<file path="config.mk">
export PLATFORM = sky130hd
export DESIGN_NAME = positional_insert_remove_array
export DESIGN_NICKNAME = d
export VERILOG_FILES = /design/src/rtl/piar_pkg.sv /design/src/rtl/piar_cell.sv /design/src/rtl/piar_ctrl.sv /design/src/rtl/positional_insert_remove_array.sv
export SDC_FILE = /design/constraint.sdc
export NUM_CORES = 1
export LEC_CHECK = 0
export ABC_AREA = 1
export BUFFER_PORTS_ARGS = -buffer_cell sky130_fd_sc_hd__buf_2
export CORE_MARGIN = 3
export CORE_UTILIZATION = 55
export CTS_CLUSTER_DIAMETER = 100
export DETAILED_ROUTE_END_ITERATION = 6
export HOLD_SLACK_MARGIN = 0.03
export PLACE_DENSITY_LB_ADDON = 0.12
export SYNTH_ARGS = -nofsm -noshare
export SYNTH_HDL_FRONTEND = slang
export SYNTH_SLANG_ARGS = --single-unit
</file>
<file path="constraint.sdc">
create_clock -name clk_i -period 11.5 [get_ports clk_i]
set_input_delay 1.725 -clock clk_i [delete_from_list [all_inputs] [get_ports clk_i]]
set_output_delay 1.725 -clock clk_i [all_outputs]
set_load 0.01 [all_outputs]
</file>
<file path="src/rtl/piar_pkg.sv">
// ----------------------------------------------------------------------------
// piar_pkg
// Shared types and constants of the positional insert/remove array: item
// layouts, operation codes and the command that the control broadcasts to the
// row of cells.
// ----------------------------------------------------------------------------
package piar_pkg;

  parameter int MAX_ENTRIES  = 16;
  parameter int DATA_WIDTH   = 8;
  parameter int CAP_AT_RESET = 10;

  parameter int OP_W  = 3;
  parameter int POS_W = 5;
  parameter int VAL_W = 8;
  parameter int CNT_W = 5;

  typedef enum logic [OP_W-1:0] {
    OP_READ    = 3'd0,
    OP_INSERT  = 3'd1,
    OP_APPEND  = 3'd2,
    OP_REMOVE  = 3'd3,
    OP_RESERVE = 3'd4
  } op_e;

  typedef struct packed {
    logic [OP_W-1:0]  operation;
    logic [POS_W-1:0] position;
    logic [VAL_W-1:0] new_value;
    logic [CNT_W-1:0] requested_capacity;
  } in_item_t;

  typedef struct packed {
    logic             ok;
    logic [VAL_W-1:0] read_value;
    logic [CNT_W-1:0] entry_count;
    logic [CNT_W-1:0] current_capacity;
  } out_item_t;

  typedef struct packed {
    logic write;
    logic shift_up;
    logic shift_down;
  } cmd_t;

endpackage

</file>
<file path="src/rtl/piar_cell.sv">
// ----------------------------------------------------------------------------
// piar_cell
// One entry of the array. Holds its value, loads new data, or takes the value
// of its lower or upper neighbor when the row shifts.
// ----------------------------------------------------------------------------
module piar_cell #(
  parameter int MAX_ENTRIES = piar_pkg::MAX_ENTRIES,
  parameter int DATA_WIDTH  = piar_pkg::DATA_WIDTH,
  parameter int INDEX       = 0
) (
  input  logic                                         clk_i,
  input  logic                                         rst_ni,
  input  piar_pkg::cmd_t                               cmd_i,
  input  logic [(($clog2(MAX_ENTRIES+1) > 6) ?
                 $clog2(MAX_ENTRIES+1) : 6)-1:0]       pos_i,
  input  logic [$clog2(MAX_ENTRIES+1)-1:0]             count_i,
  input  logic [DATA_WIDTH-1:0]                        data_i,
  input  logic [DATA_WIDTH-1:0]                        lower_i,
  input  logic [DATA_WIDTH-1:0]                        upper_i,
  output logic [DATA_WIDTH-1:0]                        q_o
);

  localparam int CntW = $clog2(MAX_ENTRIES + 1);
  localparam int CmpW = (CntW > 6) ? CntW : 6;
  localparam logic [CmpW-1:0] Idx     = CmpW'(INDEX);
  localparam logic [CmpW-1:0] IdxNext = CmpW'(INDEX + 1);

  logic [DATA_WIDTH-1:0] val_q, val_d;
  logic [CmpW-1:0]       cnt_x;

  assign cnt_x = CmpW'(count_i);

  always_comb begin
    val_d = val_q;
    if (cmd_i.write && (pos_i == Idx)) begin
      val_d = data_i;
    end else if (cmd_i.shift_up && (Idx > pos_i) && (Idx <= cnt_x)) begin
      val_d = lower_i;
    end else if (cmd_i.shift_down && (Idx >= pos_i) && (IdxNext < cnt_x)) begin
      val_d = upper_i;
    end
  end

  always_ff @(posedge clk_i or negedge rst_ni) begin
    if (!rst_ni) begin
      val_q <= '0;
    end else begin
      val_q <= val_d;
    end
  end

  assign q_o = val_q;

endmodule

</file>
<file path="src/rtl/piar_ctrl.sv">
// ----------------------------------------------------------------------------
// piar_ctrl
// Decodes each item against the entry count and capacity, drives the cell row
// and holds the registered result.
// ----------------------------------------------------------------------------
module piar_ctrl #(
  parameter int MAX_ENTRIES = piar_pkg::MAX_ENTRIES,
  parameter int DATA_WIDTH  = piar_pkg::DATA_WIDTH
) (
  input  logic                                         clk_i,
  input  logic                                         rst_ni,
  input  logic                                         in_valid_i,
  output logic                                         in_stall_o,
  input  piar_pkg::in_item_t                           in_item_i,
  output logic                                         out_valid_o,
  input  logic                                         out_stall_i,
  output piar_pkg::out_item_t                          out_item_o,
  input  logic                                         cfg_valid_i,
  output logic                                         cfg_ready_o,
  input  logic [piar_pkg::CNT_W-1:0]                   cfg_data_i,
  input  logic [MAX_ENTRIES-1:0][DATA_WIDTH-1:0]       cells_i,
  output piar_pkg::cmd_t                               cmd_o,
  output logic [(($clog2(MAX_ENTRIES+1) > 6) ?
                 $clog2(MAX_ENTRIES+1) : 6)-1:0]       pos_o,
  output logic [DATA_WIDTH-1:0]                        data_o,
  output logic [$clog2(MAX_ENTRIES+1)-1:0]             count_o
);

  localparam int CntW      = $clog2(MAX_ENTRIES + 1);
  localparam int CmpW      = (CntW > 6) ? CntW : 6;
  localparam int AddrW     = (MAX_ENTRIES > 1) ? $clog2(MAX_ENTRIES) : 1;
  localparam int GrowSteps = CntW + 1;
  localparam int OutCntW   = piar_pkg::CNT_W;
  localparam int OutValW   = piar_pkg::VAL_W;
  localparam int CapInit   = (piar_pkg::CAP_AT_RESET > MAX_ENTRIES) ?
                             MAX_ENTRIES : piar_pkg::CAP_AT_RESET;

  localparam logic [CmpW-1:0] MaxCmp   = CmpW'(MAX_ENTRIES);
  localparam logic [CntW-1:0] MaxCnt   = CntW'(MAX_ENTRIES);
  localparam logic [CntW-1:0] HalfCnt  = CntW'(MAX_ENTRIES / 2);
  localparam logic [CntW-1:0] CapReset = CntW'(CapInit);

  // raise capacity by doubling plus one until it covers want or reaches MAX_ENTRIES
  function automatic logic [CntW-1:0] grow(input logic [CntW-1:0] cap,
                                           input logic [CmpW-1:0] want);
    logic [CntW-1:0] c;
    c = cap;
    for (int k = 0; k < GrowSteps; k++) begin
      if (CmpW'(c) < want) begin
        if (c < HalfCnt) begin
          c = (c << 1) | CntW'(1);
        end else begin
          c = MaxCnt;
        end
      end
    end
    return c;
  endfunction

  logic [CntW-1:0]       count_q, count_d;
  logic [CntW-1:0]       cap_q, cap_d;
  logic                  out_valid_q;
  piar_pkg::out_item_t   out_q, res;
  piar_pkg::cmd_t        cmd;
  logic                  accept;
  logic                  ok;
  logic [DATA_WIDTH-1:0] rd;
  logic [CmpW-1:0]       pos_x, used_x, req_x, ins_pos, ins_next;
  logic [CntW-1:0]       cfg_cap;

  assign accept      = in_valid_i && !in_stall_o;
  assign in_stall_o  = out_valid_q && out_stall_i;
  assign cfg_ready_o = 1'b1;

  assign pos_x   = CmpW'(in_item_i.position);
  assign used_x  = CmpW'(count_q);
  assign req_x   = CmpW'(in_item_i.requested_capacity);
  assign ins_pos = (piar_pkg::op_e'(in_item_i.operation) == piar_pkg::OP_APPEND) ?
                   used_x : pos_x;
  assign ins_next = (ins_pos > used_x) ? (ins_pos + CmpW'(1)) : (used_x + CmpW'(1));

  assign cfg_cap = (CmpW'(cfg_data_i) > MaxCmp) ? MaxCnt : CntW'(cfg_data_i);

  always_comb begin
    ok      = 1'b0;
    rd      = '0;
    count_d = count_q;
    cap_d   = cap_q;
    cmd     = '0;
    pos_o   = pos_x;
    case (piar_pkg::op_e'(in_item_i.operation))
      piar_pkg::OP_READ: begin
        if (pos_x < MaxCmp) begin
          ok = 1'b1;
          rd = cells_i[pos_x[AddrW-1:0]];
        end
      end
      piar_pkg::OP_INSERT, piar_pkg::OP_APPEND: begin
        pos_o = ins_pos;
        if (ins_next <= MaxCmp) begin
          ok           = 1'b1;
          count_d      = ins_next[CntW-1:0];
          cap_d        = grow(cap_q, ins_next);
          cmd.write    = 1'b1;
          cmd.shift_up = (ins_pos < used_x);
        end
      end
      piar_pkg::OP_REMOVE: begin
        if (pos_x < used_x) begin
          ok             = 1'b1;
          count_d        = count_q - CntW'(1);
          cmd.shift_down = 1'b1;
        end
      end
      piar_pkg::OP_RESERVE: begin
        if (req_x <= MaxCmp) begin
          ok    = 1'b1;
          cap_d = grow(cap_q, req_x);
        end
      end
      default: begin
        ok = 1'b0;
      end
    endcase
  end

  assign res.ok               = ok;
  assign res.read_value       = OutValW'(rd);
  assign res.entry_count      = OutCntW'(count_d);
  assign res.current_capacity = OutCntW'(cap_d);

  assign cmd_o   = accept ? cmd : '0;
  assign data_o  = DATA_WIDTH'(in_item_i.new_value);
  assign count_o = count_q;

  always_ff @(posedge clk_i or negedge rst_ni) begin
    if (!rst_ni) begin
      count_q     <= '0;
      cap_q       <= CapReset;
      out_valid_q <= 1'b0;
    end else begin
      if (cfg_valid_i) begin
        count_q <= '0;
        cap_q   <= cfg_cap;
      end else if (accept) begin
        count_q <= count_d;
        cap_q   <= cap_d;
      end
      if (accept) begin
        out_valid_q <= 1'b1;
      end else if (!out_stall_i) begin
        out_valid_q <= 1'b0;
      end
    end
  end

  always_ff @(posedge clk_i) begin
    if (accept) begin
      out_q <= res;
    end
  end

  assign out_valid_o = out_valid_q;
  assign out_item_o  = out_q;

  a_count_bound: assert property (@(posedge clk_i) disable iff (!rst_ni)
    (count_q <= MaxCnt) && (cap_q <= MaxCnt))
    else $error("count or capacity beyond bound");

  a_refused_keeps_count: assert property (@(posedge clk_i) disable iff (!rst_ni)
    (accept && !ok && !cfg_valid_i) |=> (count_q == $past(count_q)))
    else $error("refused item changed the count");

  a_refused_no_cmd: assert property (@(posedge clk_i) disable iff (!rst_ni)
    (!ok || !accept) |-> (cmd_o == '0))
    else $error("cell command without a successful item");

  a_result_follows: assert property (@(posedge clk_i) disable iff (!rst_ni)
    accept |=> (out_valid_q && (out_q.entry_count == OutCntW'(count_q))))
    else $error("result missing or count mismatch");

endmodule

</file>
<file path="src/rtl/positional_insert_remove_array.sv">
// ----------------------------------------------------------------------------
// positional_insert_remove_array
// Bounded array with read, insert, append, remove and reserve at a position.
// ----------------------------------------------------------------------------
// Each item is one operation and yields exactly one result item, registered
// and shown on the cycle after the item is taken. An item is taken in every
// clock cycle in which the result register is free or being emptied, so the
// block runs at one item per clock; the row of cells shifts all entries in
// that single cycle, and the result waits in the result register. All cells clear
// at reset, with no sweep. A write of the capacity register reloads the
// capacity and empties the array but keeps cell contents.
module positional_insert_remove_array #(
  parameter int MAX_ENTRIES = piar_pkg::MAX_ENTRIES,
  parameter int DATA_WIDTH  = piar_pkg::DATA_WIDTH
) (
  input  logic                         clk_i,
  input  logic                         rst_ni,
  input  logic                         in_valid_i,
  output logic                         in_stall_o,
  input  piar_pkg::in_item_t           in_item_i,
  output logic                         out_valid_o,
  input  logic                         out_stall_i,
  output piar_pkg::out_item_t          out_item_o,
  input  logic                         cfg_valid_i,
  output logic                         cfg_ready_o,
  input  logic [piar_pkg::CNT_W-1:0]   cfg_data_i
);

  localparam int CntW = $clog2(MAX_ENTRIES + 1);
  localparam int CmpW = (CntW > 6) ? CntW : 6;

  logic [MAX_ENTRIES-1:0][DATA_WIDTH-1:0] cells;
  piar_pkg::cmd_t                         cmd;
  logic [CmpW-1:0]                        pos;
  logic [DATA_WIDTH-1:0]                  data;
  logic [CntW-1:0]                        count;

  piar_ctrl #(
    .MAX_ENTRIES(MAX_ENTRIES),
    .DATA_WIDTH (DATA_WIDTH)
  ) u_ctrl (
    .clk_i      (clk_i),
    .rst_ni     (rst_ni),
    .in_valid_i (in_valid_i),
    .in_stall_o (in_stall_o),
    .in_item_i  (in_item_i),
    .out_valid_o(out_valid_o),
    .out_stall_i(out_stall_i),
    .out_item_o (out_item_o),
    .cfg_valid_i(cfg_valid_i),
    .cfg_ready_o(cfg_ready_o),
    .cfg_data_i (cfg_data_i),
    .cells_i    (cells),
    .cmd_o      (cmd),
    .pos_o      (pos),
    .data_o     (data),
    .count_o    (count)
  );

  for (genvar i = 0; i < MAX_ENTRIES; i++) begin : g_cell
    logic [DATA_WIDTH-1:0] lower, upper;

    if (i == 0) begin : g_first
      assign lower = '0;
    end else begin : g_lower
      assign lower = cells[i-1];
    end

    if (i == MAX_ENTRIES - 1) begin : g_last
      assign upper = '0;
    end else begin : g_upper
      assign upper = cells[i+1];
    end

    piar_cell #(
      .MAX_ENTRIES(MAX_ENTRIES),
      .DATA_WIDTH (DATA_WIDTH),
      .INDEX      (i)
    ) u_cell (
      .clk_i  (clk_i),
      .rst_ni (rst_ni),
      .cmd_i  (cmd),
      .pos_i  (pos),
      .count_i(count),
      .data_i (data),
      .lower_i(lower),
      .upper_i(upper),
      .q_o    (cells[i])
    );
  end

endmodule

</file>
==> metrics.txt, run 1 <==
outcome=complete, no violations; Final Slew Violations=0; Starting Density=56.6%; total power=2.60 mW; unrepaired setup endpoints after global routing=false; Crit Reg-Reg Endpoint=u_ctrl.out_item_o[3]; Pwr Density=184 nW/µm²; RD Place Congestion=0.971; GRT overflow=0; crit path DAT=10740 ps; setup TNS=0 ps; H-tree depth=4; nets=2015; hold-critical path depth=2; Post-synth ARST share=88.0%; layout cells sized above 1=9.29%; Max Clock Freq=0.0949 GHz; R2R Setup Slk=1900 ps; DIE HEIGHT=160 µm; hold crit path type=reg -> reg; Ys Warns=0; CTS tree=yes; CP max stage delay=310 ps; syn nets=1999; r2r startpoint=u_ctrl.count_o[2]; final-report hold violation count=0; routed len/inst=20.0 µm; row cnt=55; final-layout fill cell count=2187; Synth top cells by count=nand2_1 (341), inv_1 (291), o21ai_0 (254); Ports=53; top-count cell post-synth=nand2_1; Leak=6.94 nW; clk slew on worst S/H paths=80 ps; number of flops mapped to enable cells by yosys=19; Tcrit/Tclk final=91.6%; first-pass GRT wire length=70.5 mm; post-route ant nets=0; Area contributors post-synth=dfrtp_1 (26%), nand2_1 (9.9%), o21ai_0 (9.8%); HP Start=g_cell[15].u_cell.q_o[2]; Worst path most repeated cell=inv_1; CP max stage cell=ha_1; register bit total from synthesis=158; Core Area=22900 µm²; worst-skew pair later-pin latency=450 ps; CP endpoint kind=flip-flop; Worst-Margin Slew=1000 ps; vias in the first global route=12829; placed cells=2220; CTS Buf Count=17; Yosys top cell area share=26.4%; post-synthesis sequential area ratio=31.2%; cts hold-fix bufs=0; R2R depth=70; Fin Hold WS=501 ps; CP Launch Type=input pin; Buffers on Ports=51; post-route insts no fill=2252; synth unique cells=56; Gate Count Post-Synth=1910; via count=13984; drt first-iter violations=1943; Synth Flop Type=dfrtp_1; Root Buffer Master=clkbuf_16; Total Wirelength=45.1 mm; largest area contributor in the netlist=dfrtp_1; GRT Total Usage=34.6%; Residual DRC=0; critical path required time=11700 ps; clk sink count=158; max-cap viol count=0; DR vias/cell=6.21; Max transition margin=32.8%; final setup fails=0; Area Overhead vs Synth=8.63%; min cycle time layout=10540 ps; hold path endpoint=g_cell[15].u_cell.q_o[2]; Max Clock Skew=18.4 ps; die area=25500 µm²; Crit Path Category=in -> reg; Max IR drop VDD=0.110 mV; synthesized area=13000 µm²; Max Buffers Root-to-Sink=2; Post-DP HPWL=32.7 mm; initial antenna violation count=0; critical-path maximum fanout=10; maximum number of pins on one net before global-route repair=75; TritonRoute pass-1 iters=6; Post-Syn Area per Cell=6.80 µm²; Die W=160 µm
[placed cells by master (no fill, tap or decap), types with 5 or more instances in the layout]
cell type | synthesis | layout
nand2_1 | 341 | 341
inv_1 | 291 | 290
o21ai_0 | 254 | 252
a21oi_1 | 158 | 158
nor2_1 | 157 | 156
dfrtp_1 | 137 | 137
nand3_1 | 70 | 70
o211ai_1 | 60 | 60
ha_1 | 58 | 58
o22ai_1 | 51 | 51
buf_2 | 1 | 49
a211oi_1 | 30 | 30
a31oi_1 | 26 | 26
buf_4 | 2 | 22
o221ai_1 | 21 | 21
nand2_2 | 19 | 19
clkbuf_16 | 0 | 19
edfxtp_1 | 19 | 19
nor3_1 | 16 | 16
inv_2 | 13 | 14
a22oi_1 | 11 | 11
nand3_2 | 10 | 10
nand4_1 | 7 | 7
nor2_2 | 6 | 7
clkinv_1 | 6 | 6
o21ai_1 | 5 | 6
a221oi_1 | 6 | 6
inv_6 | 0 | 6
o21ai_2 | 4 | 5
nand2_4 | 5 | 5
[cell families after synthesis]
family          count (synthesis)  synth area share, %
fa+ha+maj                      58                 5.59
xor+xnor                        3                0.202
other cells                     1               0.0289
buf+inv                       385                 11.2
compound gates                661                 30.4
flops                         158                 31.2
simple gates                  644                 21.4
[state kept, by name, summed over array words and instances (netlist names)]
| name | count |
|---|---|
| u_ctrl.out_valid_o | 1 |
| g_cell.u_cell.q_o | 128 |
| u_ctrl.cap_q | 5 |
| u_ctrl.count_o | 5 |
| u_ctrl.out_item_o | 19 |
[layout make-up]
class / instances / area [µm²] / share of cell area, %
tap: 313 / 392 / 2.78
clock inverter: 12 / 115 / 0.816
multi-input combinational: 1367 / 7480 / 53.0
sequential: 158 / 4050 / 28.7
antenna: 1 / 2.50 / 0.0177
timing repair buffer: 72 / 422 / 2.99
inverter: 310 / 1160 / 8.25
clock buffer: 19 / 475 / 3.37
[metrics by stage]
| step | instance area (µm²) | worst slack, ps | utilization (%) |
|---|---|---|---|
| final | 14100 | 963 | 61.5 |
| after global routing | 14100 | 83.3 | 61.5 |
| after CTS | 14100 | 583 | 61.5 |
| after detailed placement | 13500 | 140 | 58.9 |
| after global placement | 13500 | 552 | 58.9 |
| after floorplan | 13000 | 1280 | - |
[critical path: cells and delay by family]
kind	cells	cell delay, ps
AO/OA/AOI/OAI	8	1480
XOR/XNOR	1	190
adder cells (fa/ha/maj)	8	2250
buffers and inverters	18	1310
AND/OR/NAND/NOR	38	3740
[what timing repair did]
| action | 4_1_cts | 5_1_grt |
|---|---|---|
| resized for setup | 0 | 4 |
| endpoints found under the setup margin | 0 | 10 |
| buffers inserted | 0 | 0 |
[worst max path at each step]
stage,slack [ps],start,to,cells after the start
after floorplan,1280,in_item_i[18],u_ctrl.out_item_o[0],72
after global placement,550,in_item_i[20],u_ctrl.out_item_o[3],74
after detailed placement,140,in_item_i[20],u_ctrl.out_item_o[3],74
after CTS,580,in_item_i[20],u_ctrl.out_item_o[3],74
after global routing,80,in_item_i[20],u_ctrl.out_item_o[2],73
final,960,in_item_i[20],u_ctrl.out_item_o[3],73
[where the power goes]
| group | internal (mW) | switching, mW | total (mW) |
|---|---|---|---|
| combinational | 0.415 | 0.855 | 1.27 |
| clock | 0.310 | 0.267 | 0.577 |
| sequential | 0.664 | 0.0871 | 0.751 |
| total | 1.39 | 1.21 | 2.60 |
[routing by layer]
metal	wire [µm]	global-route usage, %	vias up	share of wire (%)
met5	0	0	-	0
met4	1720	13.5	0	3.8
met3	5090	8.66	132	11
met2	19700	53.0	832	44
met1	18600	47.3	6455	41
li1	-	-	6565	-
(Power assumes the default switching activity.)
==> inputs of run 2 (changes only) <==
==> constraint.sdc (replaced) <==
create_clock -name clk_i -period 10.3 [get_ports clk_i]
set_input_delay 1.545 -clock clk_i [delete_from_list [all_inputs] [get_ports clk_i]]
set_output_delay 1.545 -clock clk_i [all_outputs]
set_load 0.01 [all_outputs]
==> run 2 against run 1 <==
Critical path depth decreased by 6; sequential share of layout area down 0.44 points; cell count up 0.93%; via count is 0.74% higher; global-route usage shrank 0.10 points; power is 12% higher; worst setup slack got worse by 270 ps; clock-buffer cell count is 3 higher; non-clock buffer count grew 22.
==> metrics.txt, run 2 (synthesis results as in run 1) <==
Final Slew Violations=0; via count=14088; commonest cells after routing, fill and taps aside=nand2_1 (340), inv_1 (290), o21ai_0 (250), a21oi_1 (158), nor2_1 (155); Final WS setup=692 ps; CP delay by family, top=simple AND/OR/NAND/NOR gates; Residual DRC=0; Worst path most repeated cell=nand2_1; initial antenna violation count=0; final-layout fill cell count=2183; Buffers on Ports=51; DIE HEIGHT=160 µm; CP endpoint kind=flip-flop; maximum number of pins on one net before global-route repair=74; Leak=7.04 nW; Ports=53; Root Buffer Master=clkbuf_16; hold crit path type=reg -> reg; RD Place Congestion=0.993; Starting Density=56.6%; commonest non-fill, non-tap cell in the layout=nand2_1; first-pass GRT wire length=70.5 mm; CP max stage delay=350 ps; min cycle time layout=9610 ps; DR vias/cell=6.20; Max Buffers Root-to-Sink=2; setup TNS=0 ps; vias in the first global route=12914; drt first-iter violations=1530; post-route ant nets=0; max reg flops=128; Max transition margin=32.7%; max-cap viol count=0; GRT overflow=0; critical-path maximum fanout=8; H-tree depth=4; Max IR drop VDD=0.148 mV; critical path required time=10460 ps; Core Area=22900 µm²; die area=25500 µm²; worst-skew pair later-pin latency=440 ps; clk sink count=158; final-report hold violation count=0; CTS tree=yes; CP max stage cell=o21ai_0; crit path DAT=9760 ps; routed len/inst=19.9 µm; outcome=complete, no violations; Worst Path Buf+Inv=14; Max Clock Skew=12.6 ps; Worst-Margin Slew=1010 ps; Crit Path Category=in -> reg; Post-DP HPWL=32.3 mm; clk slew on worst S/H paths=60 ps; Total Wirelength=45.2 mm; final setup fails=0; row cnt=55; TritonRoute pass-1 iters=6; Die W=160 µm; Area Overhead vs Synth=10.3%; layout cells sized above 1=10.9%; CP Launch Type=input pin; CTS Buf Count=17; GRT Total Usage=34.5%; Placement Setup Slack=6.14 ps; diode count=0; nets=2037; total power=2.91 mW; Tcrit/Tclk final=93.3%; Pwr Density=203 nW/µm²; Max Clock Freq=0.104 GHz
run 2: worst paths after layout:
path | startpoint | end | slack [ps] | depth (start not counted)
hold reg to reg | g_cell[9].u_cell.q_o[4] | g_cell[9].u_cell.q_o[4] | 500 | 2
hold / removal | g_cell[9].u_cell.q_o[4] | g_cell[9].u_cell.q_o[4] | 500 | 2
setup / recovery | in_item_i[20] | u_ctrl.out_item_o[4] | 690 | 67
max in group asynchronous | rst_ni | g_cell[10].u_cell.q_o[2] | 7700 | 2
min in group asynchronous | rst_ni | u_ctrl.out_valid_o | 1120 | 1
setup reg to reg | u_ctrl.count_o[3] | u_ctrl.out_item_o[4] | 1310 | 62
run 2: where the power goes:
part	switching (mW)	internal (mW)
logic	0.965	0.495
registers	0.0909	0.741
clock network	0.289	0.332
run 2: metrics by stage:
step,util (%),instance area (µm²),std cells,hold slack [ps]
after CTS,62.0,14200,2271,494
after floorplan,-,13000,1910,459
after global routing,62.5,14300,2273,520
after detailed placement,59.6,13700,2240,478
final,62.5,14300,2273,500
after global placement,59.6,13700,2240,473
run 2: timing repair:
action / in CTS / in global routing
endpoints found under the hold margin: 0 / 0
hold buffers: 0 / 0
buffers inserted: 0 / 2
setup endpoints to repair: 0 / 10
resized for setup: 0 / 24
run 2: worst min-delay path: stages, from the launching register on:
cell and delay, ps:
dfrtp_1 350, nand2_1 60, o221ai_1 60
run 2: per-layer routing:
| layer | global-route usage, % | routed length (µm) | vias to the layer above |
|---|---|---|---|
| met5 | 0 | 0 | - |
| met4 | 14.0 | 2110 | 0 |
| met2 | 54.6 | 20200 | 818 |
| met1 | 46.3 | 18400 | 6516 |
| met3 | 7.26 | 4510 | 146 |
| li1 | - | - | 6608 |
run 2: layout make-up:
| type | count | area, µm² | share of cell area [%] |
|---|---|---|---|
| multi-input cells | 1367 | 7570 | 52.9 |
| clock buffers | 22 | 474 | 3.31 |
| inverters | 310 | 1160 | 8.13 |
| flip-flops and latches | 158 | 4050 | 28.3 |
| repair buffers | 94 | 587 | 4.10 |
| well taps | 313 | 392 | 2.73 |
| clock inverters | 9 | 78.8 | 0.550 |
==> inputs of run 3 (changes only) <==
--- a/config.mk
+++ b/config.mk
@@ -6,7 +6,8 @@
 export NUM_CORES = 1
 export LEC_CHECK = 0
 export ABC_AREA = 1
-export BUFFER_PORTS_ARGS = -buffer_cell sky130_fd_sc_hd__buf_2
+export BUFFER_PORTS_ARGS = -buffer_cell sky130_fd_sc_hd__clkbuf_2
+export CORE_ASPECT_RATIO = 0.6
 export CORE_MARGIN = 3
 export CORE_UTILIZATION = 55
 export CTS_CLUSTER_DIAMETER = 100
==> run 3 against run 2 <==
The run now ends with DRC left; utilization rose by 1.4 points; power grew 6.6%; clock-buffer cell count down 1; global-route usage grew 4.0 points; combinational power increased by 10%; register-to-register slack got worse by 90 ps; critical path type unchanged; highest routed layer is now met5.
==> metrics.txt, run 3 (synthesis results as in run 1) <==
outcome=finished with violations; failing checks=DRC; area occupied by multi-input gates=7630 µm²; CP max stage delay=410 ps; R2R depth=68; first-pass GRT wire length=75.9 mm; Pwr Density=215 nW/µm²; clk sink count=158; layout cells sized above 1=11.9%; Max Buffers Root-to-Sink=2; Tcrit/Tclk final=94.2%; GRT Total Usage=38.6%; critical path required time=10500 ps; TritonRoute pass-1 iters=7; Final Slew Violations=0; commonest cells after routing, fill and taps aside=nand2_1 (338), inv_1 (287), o21ai_0 (248), a21oi_1 (157), nor2_1 (155); setup TNS=0 ps; hold-critical path depth=2; post-layout util=63.9%; Final WS setup=598 ps; final-report hold violation count=0; maximum number of pins on one net before global-route repair=105; crit path DAT=9910 ps; sequential cell area=4050 µm²; Fin Hold WS=491 ps; clk slew on worst S/H paths=60 ps; max reg flops=128; Total Wirelength=50.6 mm; die area=25500 µm²; final setup fails=0; GRT overflow=0; Max transition margin=17.9%; CP Launch Type=input pin; DR vias/cell=6.38; r2r startpoint=u_ctrl.count_o[3]; DIE HEIGHT=125 µm; Worst-Margin Slew=1230 ps; Root Buffer Master=clkbuf_16; Max Clock Freq=0.103 GHz; hold path endpoint=u_ctrl.out_valid_o; drt first-iter violations=2281; min cycle time layout=9700 ps; RD Place Congestion=1.08; via count=14510; Leak=7.08 nW; Max Clock Skew=12.2 ps; max-cap viol count=0; Core Area=22600 µm²; Crit Reg-Reg Endpoint=u_ctrl.out_item_o[1]; vias in the first global route=12498; H-tree depth=4; Post-DP HPWL=37.9 mm; Max IR drop VDD=0.245 mV; commonest non-fill, non-tap cell in the layout=nand2_1; cts hold-fix bufs=0; HP Start=u_ctrl.out_valid_o; post-route ant nets=0; Residual DRC=24; Ports=53; Post-DP Area=13600 µm²; Die W=204 µm; final-layout fill cell count=2078; initial antenna violation count=2; nets=2043; CP endpoint kind=flip-flop; Buffers on Ports=51; CTS Buf Count=17; worst-skew pair later-pin latency=460 ps; CTS tree=yes; row cnt=42; Starting Density=57.4%; R2R Setup Slk=1220 ps; Placement Setup Slack=-208 ps; critical-path maximum fanout=8; CP max stage cell=o21ai_0; Crit Path Category=in -> reg; Area Overhead vs Synth=11.2%; hold crit path type=reg -> reg; routed len/inst=22.2 µm; cell area after layout=14400 µm²
run 3: worst max path at each step:
stage | startpoint | end
floorplan | in_item_i[18] | u_ctrl.out_item_o[0]
global placement | in_item_i[20] | u_ctrl.out_item_o[1]
detailed placement | in_item_i[20] | u_ctrl.out_item_o[1]
CTS | in_item_i[20] | u_ctrl.out_item_o[1]
global route | in_item_i[4] | u_ctrl.out_item_o[2]
finish | in_item_i[4] | u_ctrl.out_item_o[2]
run 3: cell type report:
cell class	instances	area share, %
inverters	310	8.06
diodes	1	0.0173
well taps	308	2.67
clock buffers	21	3.26
repair buffers	99	4.33
clock inverters	11	0.737
flip-flops and latches	158	28.1
multi-input cells	1368	52.8
run 3: per-stage QoR:
| stage | power [mW] | instances |
|---|---|---|
| 2_1_floorplan | 1.88 | 1910 |
| 3_3_place_gp | 2.28 | 2234 |
| 3_5_place_dp | 2.31 | 2234 |
| 4_1_cts | 2.95 | 2266 |
| 5_1_grt | 3.29 | 2276 |
| 6_report | 3.11 | 2276 |
run 3: repair_timing:
action                                  in CTS  in global routing
setup buffers                                0                  8
endpoints found under the setup margin       0                 10
gates resized for setup                      0                 39
run 3: per-layer routing:
metal	up-vias	track usage (%)	share of wire, %
li1	6641	-	-
met1	6702	59.5	44
met2	1075	45.4	36
met3	88	20.8	18
met4	4	8.25	1.6
met5	-	3.76	0.31
run 3: power breakdown:
part / leakage [nW] / internal [mW] / switching, mW
Sequential: 1.73 / 0.742 / 0.112
Combinational: 5.08 / 0.520 / 1.09
Clock: 0.273 / 0.354 / 0.293
run 3: worst max-delay path, delay by kind of cell:
kind            cells  cell delay, ps
fa+ha+maj           6            1710
simple gates       13            1720
buf+inv             6             660
compound gates     20            4260
